<file path="src/design/sss_pkg.sv">
// Sleep stage sequencer package: field widths, stage, mode and register codes,
// register reset values, and the request and response payload types.
// No dependencies.
package sss_pkg;

   // Field and state widths
   localparam int unsigned MODE_W     = 2;
   localparam int unsigned SAMPLE_W   = 16;
   localparam int unsigned STAGE_W    = 2;
   localparam int unsigned LEN_W      = 16;
   localparam int unsigned TIMER_W    = 16;
   localparam int unsigned PHASE_W    = 16;
   localparam int unsigned CYCLE_W    = 16;
   localparam int unsigned TOTAL_W    = 32;
   localparam int unsigned THR_W      = 17;
   localparam int unsigned PROD_W     = LEN_W + CYCLE_W;
   localparam int unsigned CSR_ADDR_W = 3;
   localparam int unsigned CSR_DATA_W = 17;

   // Input modes
   localparam logic [MODE_W-1:0] MODE_TICK  = 2'd0;
   localparam logic [MODE_W-1:0] MODE_SLEEP = 2'd1;
   localparam logic [MODE_W-1:0] MODE_WAKE  = 2'd2;

   // Sleep stages
   localparam logic [STAGE_W-1:0] ST_AWAKE = 2'd0;
   localparam logic [STAGE_W-1:0] ST_NREM  = 2'd1;
   localparam logic [STAGE_W-1:0] ST_REM   = 2'd2;

   // Register indexes
   localparam logic [CSR_ADDR_W-1:0] CSR_NREM_BASE   = 3'd0;
   localparam logic [CSR_ADDR_W-1:0] CSR_NREM_MIN    = 3'd1;
   localparam logic [CSR_ADDR_W-1:0] CSR_NREM_SHRINK = 3'd2;
   localparam logic [CSR_ADDR_W-1:0] CSR_REM_BASE    = 3'd3;
   localparam logic [CSR_ADDR_W-1:0] CSR_REM_GROW    = 3'd4;
   localparam logic [CSR_ADDR_W-1:0] CSR_REM_MAX     = 3'd5;
   localparam logic [CSR_ADDR_W-1:0] CSR_THETA_INC   = 3'd6;
   localparam logic [CSR_ADDR_W-1:0] CSR_PGO_THR     = 3'd7;

   // Register reset values
   localparam logic [LEN_W-1:0]   NREM_BASE_RST   = 16'd900;
   localparam logic [LEN_W-1:0]   NREM_MIN_RST    = 16'd300;
   localparam logic [LEN_W-1:0]   NREM_SHRINK_RST = 16'd100;
   localparam logic [LEN_W-1:0]   REM_BASE_RST    = 16'd100;
   localparam logic [LEN_W-1:0]   REM_GROW_RST    = 16'd50;
   localparam logic [LEN_W-1:0]   REM_MAX_RST     = 16'd400;
   localparam logic [PHASE_W-1:0] THETA_INC_RST   = 16'd6554;
   localparam logic [THR_W-1:0]   PGO_THR_RST     = 17'd19661;

   typedef struct packed {
      logic [MODE_W-1:0]   mode;
      logic [SAMPLE_W-1:0] random_sample;
   } sss_req_type;

   typedef struct packed {
      logic [STAGE_W-1:0] stage;
      logic [PHASE_W-1:0] theta_phase;
      logic               pgo_active;
      logic [CYCLE_W-1:0] cycles_done;
      logic [TIMER_W-1:0] ticks_in_stage;
      logic [TOTAL_W-1:0] sleep_ticks_total;
   } sss_rsp_type;

endpackage

</file>
<file path="src/design/sleep_stage_sequencer.sv">
// Sleep stage sequencer top level: stage state, length computation, config
// registers and the registered response stage.
// Depends on sss_pkg.
//
// Usage:
//   Request channel (req_valid / req_ready / req_data) carries one command per
//   transfer: a tick, enter sleep, or wake up, plus a random sample used for
//   the PGO decision on REM ticks.
//   Response channel (rsp_valid / rsp_ready / rsp_data) returns exactly one
//   item per request: the stage, phase, PGO flag and counters after the
//   command has taken effect.
//   The response is valid in the cycle after the request transfer, and the
//   throughput is one request per cycle while the receiver takes each item;
//   the stage update, including the 16x16 length products taken on NREM entry,
//   fits in the single pass from the state registers back into them.
//   When the receiver stalls, the response register holds its item and
//   req_ready stays high only if that item is taken in the same cycle.
//   The csr_ port writes one register per cycle with no handshake; write it
//   only while no response is outstanding. Stage lengths are latched on NREM
//   entry, so a write to a length register takes effect at the next entry.
//   Synchronous reset returns the stage to awake, clears all counters and
//   loads the default register values; no response is pending after reset.
module sleep_stage_sequencer
   import sss_pkg::*;
(
   input  logic                  clock,
   input  logic                  reset,
   input  logic                  req_valid,
   output logic                  req_ready,
   input  sss_req_type           req_data,
   output logic                  rsp_valid,
   input  logic                  rsp_ready,
   output sss_rsp_type           rsp_data,
   input  logic                  csr_we,
   input  logic [CSR_ADDR_W-1:0] csr_addr,
   input  logic [CSR_DATA_W-1:0] csr_wdata
);

   // Config registers
   logic [LEN_W-1:0]   nrem_base_ff, nrem_min_ff, nrem_shrink_ff;
   logic [LEN_W-1:0]   rem_base_ff, rem_grow_ff, rem_max_ff;
   logic [PHASE_W-1:0] theta_inc_ff;
   logic [THR_W-1:0]   pgo_thr_ff;

   // Sequencer state
   logic [STAGE_W-1:0] stage_ff, stage_in;
   logic [TIMER_W-1:0] timer_ff, timer_in;
   logic [CYCLE_W-1:0] cycle_ff, cycle_in;
   logic [TOTAL_W-1:0] total_ff, total_in;
   logic [PHASE_W-1:0] phase_ff, phase_in;
   logic               pgo_ff, pgo_in;
   logic [LEN_W-1:0]   nrem_len_ff, nrem_len_in;
   logic [LEN_W-1:0]   rem_len_ff, rem_len_in;

   // Response stage
   logic               rsp_valid_ff, rsp_valid_in;
   sss_rsp_type        rsp_data_ff;

   logic               req_fire;
   logic [TIMER_W-1:0] timer_inc;
   logic [CYCLE_W-1:0] cycle_inc;
   logic [TOTAL_W-1:0] total_inc;
   logic [PHASE_W-1:0] phase_add;
   logic               pgo_hit;
   logic [CYCLE_W-1:0] len_cycle;
   logic [PROD_W-1:0]  shrink_prod, grow_prod;
   logic [LEN_W-1:0]   nrem_raw, nrem_new, rem_new;
   logic [PROD_W:0]    rem_sum;
   logic               enter_nrem;

   // Handshake: the response register frees up when its item is taken
   assign req_ready    = !rsp_valid_ff || rsp_ready;
   assign req_fire     = req_valid && req_ready;
   assign rsp_valid_in = req_fire || (rsp_valid_ff && !rsp_ready);
   assign rsp_valid    = rsp_valid_ff;
   assign rsp_data     = rsp_data_ff;

   // Saturating increments and REM tick arithmetic
   assign timer_inc = (timer_ff == '1) ? timer_ff : timer_ff + TIMER_W'(1);
   assign cycle_inc = (cycle_ff == '1) ? cycle_ff : cycle_ff + CYCLE_W'(1);
   assign total_inc = (total_ff == '1) ? total_ff : total_ff + TOTAL_W'(1);
   assign phase_add = phase_ff + theta_inc_ff;
   assign pgo_hit   = {1'b0, req_data.random_sample} < pgo_thr_ff;

   // Stage lengths for the cycle count that NREM is entered with
   assign len_cycle   = (req_data.mode == MODE_SLEEP) ? '0 : cycle_inc;
   assign shrink_prod = PROD_W'(nrem_shrink_ff) * PROD_W'(len_cycle);
   assign grow_prod   = PROD_W'(rem_grow_ff) * PROD_W'(len_cycle);
   assign nrem_raw    = ({{CYCLE_W{1'b0}}, nrem_base_ff} > shrink_prod)
                        ? nrem_base_ff - shrink_prod[LEN_W-1:0] : nrem_min_ff;
   assign nrem_new    = (nrem_raw < nrem_min_ff) ? nrem_min_ff : nrem_raw;
   assign rem_sum     = {{(CYCLE_W+1){1'b0}}, rem_base_ff} + {1'b0, grow_prod};
   assign rem_new     = (rem_sum > {{(CYCLE_W+1){1'b0}}, rem_max_ff})
                        ? rem_max_ff : rem_sum[LEN_W-1:0];

   // Next state for the accepted command
   always_comb begin
      stage_in    = stage_ff;
      timer_in    = timer_ff;
      cycle_in    = cycle_ff;
      total_in    = total_ff;
      phase_in    = phase_ff;
      pgo_in      = pgo_ff;
      enter_nrem  = 1'b0;
      case (req_data.mode)
         MODE_TICK: begin
            if (stage_ff != ST_AWAKE) begin
               timer_in = timer_inc;
               total_in = total_inc;
            end
            case (stage_ff)
               ST_NREM: begin
                  if (timer_inc >= nrem_len_ff) begin
                     stage_in = ST_REM;
                     timer_in = '0;
                     phase_in = '0;
                     pgo_in   = 1'b0;
                  end
               end
               ST_REM: begin
                  phase_in = phase_add;
                  pgo_in   = pgo_hit;
                  if (timer_inc >= rem_len_ff) begin
                     cycle_in   = cycle_inc;
                     enter_nrem = 1'b1;
                  end
               end
               default: begin
               end
            endcase
         end
         MODE_SLEEP: begin
            if (stage_ff == ST_AWAKE) begin
               cycle_in   = '0;
               total_in   = '0;
               enter_nrem = 1'b1;
            end
         end
         MODE_WAKE: begin
            stage_in = ST_AWAKE;
            timer_in = '0;
            phase_in = '0;
            pgo_in   = 1'b0;
         end
         default: begin
         end
      endcase
      // NREM entry clears the stage variables and latches both lengths
      if (enter_nrem) begin
         stage_in = ST_NREM;
         timer_in = '0;
         phase_in = '0;
         pgo_in   = 1'b0;
      end
   end

   assign nrem_len_in = enter_nrem ? nrem_new : nrem_len_ff;
   assign rem_len_in  = enter_nrem ? rem_new : rem_len_ff;

   // Config register writes
   always_ff @(posedge clock) begin
      if (reset) begin
         nrem_base_ff   <= NREM_BASE_RST;
         nrem_min_ff    <= NREM_MIN_RST;
         nrem_shrink_ff <= NREM_SHRINK_RST;
         rem_base_ff    <= REM_BASE_RST;
         rem_grow_ff    <= REM_GROW_RST;
         rem_max_ff     <= REM_MAX_RST;
         theta_inc_ff   <= THETA_INC_RST;
         pgo_thr_ff     <= PGO_THR_RST;
      end else if (csr_we) begin
         case (csr_addr)
            CSR_NREM_BASE:   nrem_base_ff   <= csr_wdata[LEN_W-1:0];
            CSR_NREM_MIN:    nrem_min_ff    <= csr_wdata[LEN_W-1:0];
            CSR_NREM_SHRINK: nrem_shrink_ff <= csr_wdata[LEN_W-1:0];
            CSR_REM_BASE:    rem_base_ff    <= csr_wdata[LEN_W-1:0];
            CSR_REM_GROW:    rem_grow_ff    <= csr_wdata[LEN_W-1:0];
            CSR_REM_MAX:     rem_max_ff     <= csr_wdata[LEN_W-1:0];
            CSR_THETA_INC:   theta_inc_ff   <= csr_wdata[PHASE_W-1:0];
            CSR_PGO_THR:     pgo_thr_ff     <= csr_wdata[THR_W-1:0];
            default: begin
            end
         endcase
      end
   end

   // Advance the state on each request transfer
   always_ff @(posedge clock) begin
      if (reset) begin
         stage_ff    <= ST_AWAKE;
         timer_ff    <= '0;
         cycle_ff    <= '0;
         total_ff    <= '0;
         phase_ff    <= '0;
         pgo_ff      <= 1'b0;
         nrem_len_ff <= '0;
         rem_len_ff  <= '0;
      end else if (req_fire) begin
         stage_ff    <= stage_in;
         timer_ff    <= timer_in;
         cycle_ff    <= cycle_in;
         total_ff    <= total_in;
         phase_ff    <= phase_in;
         pgo_ff      <= pgo_in;
         nrem_len_ff <= nrem_len_in;
         rem_len_ff  <= rem_len_in;
      end
   end

   // Response valid
   always_ff @(posedge clock) begin
      if (reset) begin
         rsp_valid_ff <= 1'b0;
      end else begin
         rsp_valid_ff <= rsp_valid_in;
      end
   end

   // Load the response with the post-command state; hold it while stalled
   always_ff @(posedge clock) begin
      if (req_fire) begin
         rsp_data_ff.stage             <= stage_in;
         rsp_data_ff.theta_phase       <= phase_in;
         rsp_data_ff.pgo_active        <= pgo_in;
         rsp_data_ff.cycles_done       <= cycle_in;
         rsp_data_ff.ticks_in_stage    <= timer_in;
         rsp_data_ff.sleep_ticks_total <= total_in;
      end
   end

   // Awake carries no stage timer, phase or PGO flag
   assert property (@(posedge clock) disable iff (reset)
      stage_ff == ST_AWAKE |-> timer_ff == '0 && phase_ff == '0 && !pgo_ff)
      else $error("awake stage with nonzero stage variables");

   // The phase only moves and PGO only fires in REM
   assert property (@(posedge clock) disable iff (reset)
      stage_ff == ST_NREM |-> phase_ff == '0 && !pgo_ff)
      else $error("NREM stage with nonzero phase or PGO flag");

   // A wake command always lands in awake
   assert property (@(posedge clock) disable iff (reset)
      req_fire && req_data.mode == MODE_WAKE |=> stage_ff == ST_AWAKE)
      else $error("wake command did not return to awake");

   // Every transfer leaves a response pending
   assert property (@(posedge clock) disable iff (reset)
      req_fire |=> rsp_valid_ff)
      else $error("request transfer produced no response");

   // The cycle count only drops on sleep entry
   assert property (@(posedge clock) disable iff (reset)
      !(req_fire && req_data.mode == MODE_SLEEP) |=> cycle_ff >= $past(cycle_ff))
      else $error("cycle count decreased without sleep entry");

endmodule

</file>
<file path="config.mk">
export PLATFORM = sky130hd
export DESIGN_NAME = sleep_stage_sequencer
export DESIGN_NICKNAME = d
export VERILOG_FILES = /design/src/design/sss_pkg.sv /design/src/design/sleep_stage_sequencer.sv
export SDC_FILE = /design/constraint.sdc
export NUM_CORES = 2
export LEC_CHECK = 0
export BUFFER_PORTS_ARGS = -buffer_cell sky130_fd_sc_hd__buf_2
export CAP_MARGIN = 25
export CORE_MARGIN = 10
export CORE_UTILIZATION = 45
export DETAILED_ROUTE_END_ITERATION = 10
export GPL_TIMING_DRIVEN = 0
export PLACE_DENSITY = 0.73
export SYNTH_ARGS = -nofsm -noshare
export SYNTH_HDL_FRONTEND = slang
export SYNTH_SLANG_ARGS = --single-unit
</file>
<file path="constraint.sdc">
create_clock -name clock -period 25.1 [get_ports clock]
set_clock_uncertainty 0.2 [all_clocks]
set_input_delay 1.255 -clock clock [delete_from_list [all_inputs] [get_ports clock]]
set_output_delay 1.255 -clock clock [all_outputs]
set_load 0.05 [all_outputs]
</file>
==> reports/qor.csv <==
metric,value,unit
Buf/Inv on CP,9,
Post-layout nets,5133,
wire per inst,18.76,um
DIE AREA,0.08943,mm^2
drt via density,5.520,
first-pass GRT wire length,161800,um
Total GRT Usage,0.2241,
layout cells sized above 1,0.04906,
fin crit share,0.6243,
Hold WC Path Type,register to register,
"most common cell after layout, fill and taps aside",nand2_1,
post-CTS sizing,0,
Switch Pwr,495.9,uW
"Largest delay share family, worst path",simple AND/OR/NAND/NOR gates,
Fin Setup TNS,0,ns
"Worst Path Class, Setup",register to register,
clk_lat worst skew,0.56,ns
Critical-path top delay cell,clkbuf_1,
unrepaired setup endpoints after global routing,no,
antenna violations before repair,5,
"Avg Cell Area, Syn",8.341,um^2
# hold bufs at CTS,0,
met3 usage,0.04339,
ys async rst share,0,
Pleak,17.22,nW
Ports,128,
port bufs,107,
Startpoint Class,register,
final setup fails,0,
"antenna viol nets, final",0,
# clock sinks,328,
Arrival @ worst endpoint,15.96,ns
max-slew violations,0,
1st-iter DRT viols,2591,
clock power share,0.367,
Post-CTS Setup Bufs,0,
DRT Pass-1 Iters,6,
Die X-Extent,299.1,um
worst-path maximum fanout,10,
Yosys warnings,0,
total CTS buffers,37,
Layout Area Growth over Synthesis,8.930,%
layer with the highest usage,met2,
Syn Inst Count,4201,
FP Rows,102,
Flop pwr share,0.383,
Die H,299.1,um
Core Box Area,0.07734,mm^2
normalized max-slew margin,0.2877,
"worst slack, placed",9.810,ns
CTS tree,done,
total nets after synthesis,4980,
final WL,101800,um
mapped cell area,0.03504,mm^2
CTS root buffer,clkbuf_16,
via count,29950,
Clock transition at path regs,0.06,ns
Worst Path Required,25.39,ns
Worst-Margin Slew,1.061,ns
ys flop type,dfxtp_1,
hpwl dp,81270,um
number of flip-flops in the largest register,83,
fin crit period,15.67,ns
Power Density,39.20,mW/mm^2
starting density of the core,0.4531,
final hold violation count,0,
combinational power share,0.250,
fin util,0.4935,
"Distinct cells, synth",83,
Final WS setup,9.430,ns
internal power,1.000,mW
met1 Use GR,0.2943,
GPL Wtd Cong,0.9726,
vias in the first global route,29370,
"commonest cells after routing, fill and taps aside","768 x nand2_1, 602 x inv_1, 407 x fa_1",
Max Cap Viol,0,
VDD IR max,0.04413,mV
"FF+latch count, synth",328,
Fmax,0.06381,GHz
number of flops mapped to enable cells by yosys,83,
crit-path max cell delay,0.65,ns
drc violations,0,
total gr overflow,0,
CTS H-tree lvls,2,
Worst setup EP type,register,
CTS Buffer Depth,3,
sequential fraction of the synthesis area,0.2111,
GRT met2 Usage,0.3662,
status,"finished, final reports clean",
largest net degree at the start of global routing,46,
sw frac,0.3315,
[per-layer routing]
layer  vias to the layer above  part of all wire  wire length [um]
li1                      13930                 -                 -
met1                     14450              0.41             41510
met2                      1319              0.46             46810
met3                       243             0.098              9954
met4                         6             0.034              3459
met5                         -           0.00034                35
[cell type report]
cell class              instances  area [um^2]
diodes                          4        10.01
plain buffers                 214        832.0
multi-input cells            3055        24550
clock buffers                  46        999.7
repair buffers                114        610.6
clock inverters                21        206.4
fillers                      7470        39170
flip-flops and latches        328         7397
inverters                     604         2267
well taps                    1040         1301
[cell usage after synthesis (6+ instances only)]
cell type | count | share of area
nor2b_1 | 23 | 0.0041
clkbuf_2 | 16 | 0.0023
nand2_1 | 768 | 0.082
nor3_1 | 63 | 0.0090
o31ai_1 | 13 | 0.0028
o21bai_1 | 13 | 0.0028
a21oi_1 | 236 | 0.034
clkbuf_1 | 183 | 0.020
mux2_1 | 11 | 0.0035
nor2_1 | 193 | 0.021
or2_2 | 6 | 0.0011
nand2b_1 | 26 | 0.0046
o21ai_1 | 13 | 0.0019
nand3_1 | 117 | 0.017
xor2_1 | 32 | 0.0080
mux2i_1 | 35 | 0.010
or3_1 | 16 | 0.0029
fa_1 | 407 | 0.23
ha_1 | 329 | 0.12
and3_1 | 25 | 0.0045
a211oi_1 | 28 | 0.0060
buf_1 | 11 | 0.0012
nand4b_1 | 10 | 0.0025
a31oi_1 | 13 | 0.0023
o31a_1 | 6 | 0.0015
o21ai_0 | 142 | 0.020
nor4_1 | 7 | 0.0012
xnor2_1 | 44 | 0.011
o22ai_1 | 6 | 0.0011
o21a_1 | 13 | 0.0028
dfxtp_1 | 245 | 0.14
a22o_1 | 13 | 0.0032
edfxtp_1 | 83 | 0.071
a21o_1 | 61 | 0.013
and2_1 | 227 | 0.041
inv_1 | 602 | 0.064
o211ai_1 | 26 | 0.0056
or4_1 | 8 | 0.0017
nand4_1 | 35 | 0.0062
[stage by stage]
stage / total power [mW] / instance area, um^2 / hold slack [ns] / std cells
after floorplan: 0.8413 / 35040 / 0.2256 / 4201
after global placement: 0.9467 / 36880 / 0.2415 / 5348
after detailed placement: 0.9515 / 36930 / 0.2444 / 5352
after CTS: 1.494 / 38140 / 0.2550 / 5419
after global routing: 1.558 / 38160 / 0.2767 / 5422
final: 1.496 / 38170 / 0.2574 / 5426
[power groups by stage]
stage | Combinational, mW | Sequential (mW) | Clock [mW]
after floorplan | 0.233 | 0.608 | 0
after global placement | 0.361 | 0.585 | 0
after detailed placement | 0.367 | 0.584 | 0
after CTS | 0.369 | 0.573 | 0.552
after global routing | 0.409 | 0.575 | 0.574
final | 0.374 | 0.573 | 0.548
[worst min-delay path: stages (launching register included)]
cell	delay, ns
dfxtp_1	0.31
nand2_1	0.05
a21oi_1	0.05
[final timing paths]
path / from / to / slack, ns / cells after the start
worst min-delay path: pgo_thr_ff[9]$_SDFFE_PP0P_ / pgo_thr_ff[9]$_SDFFE_PP0P_ / 0.26 / 2
worst max register to register: cycle_ff[1]$_SDFFE_PP0P_ / nrem_len_ff[5]$_SDFFE_PP0P_ / 9.43 / 55
worst max-delay path: cycle_ff[1]$_SDFFE_PP0P_ / nrem_len_ff[5]$_SDFFE_PP0P_ / 9.43 / 55
worst min register to register: pgo_thr_ff[9]$_SDFFE_PP0P_ / pgo_thr_ff[9]$_SDFFE_PP0P_ / 0.26 / 2
[cells by family after synthesis]
family,synth area share
simple gates,0.2029
buf+inv,0.08841
fa+ha+maj,0.3500
compound gates,0.1151
flops,0.2111
xor+xnor,0.01900
mux,0.01353
Power figures use the tool's default switching activity.
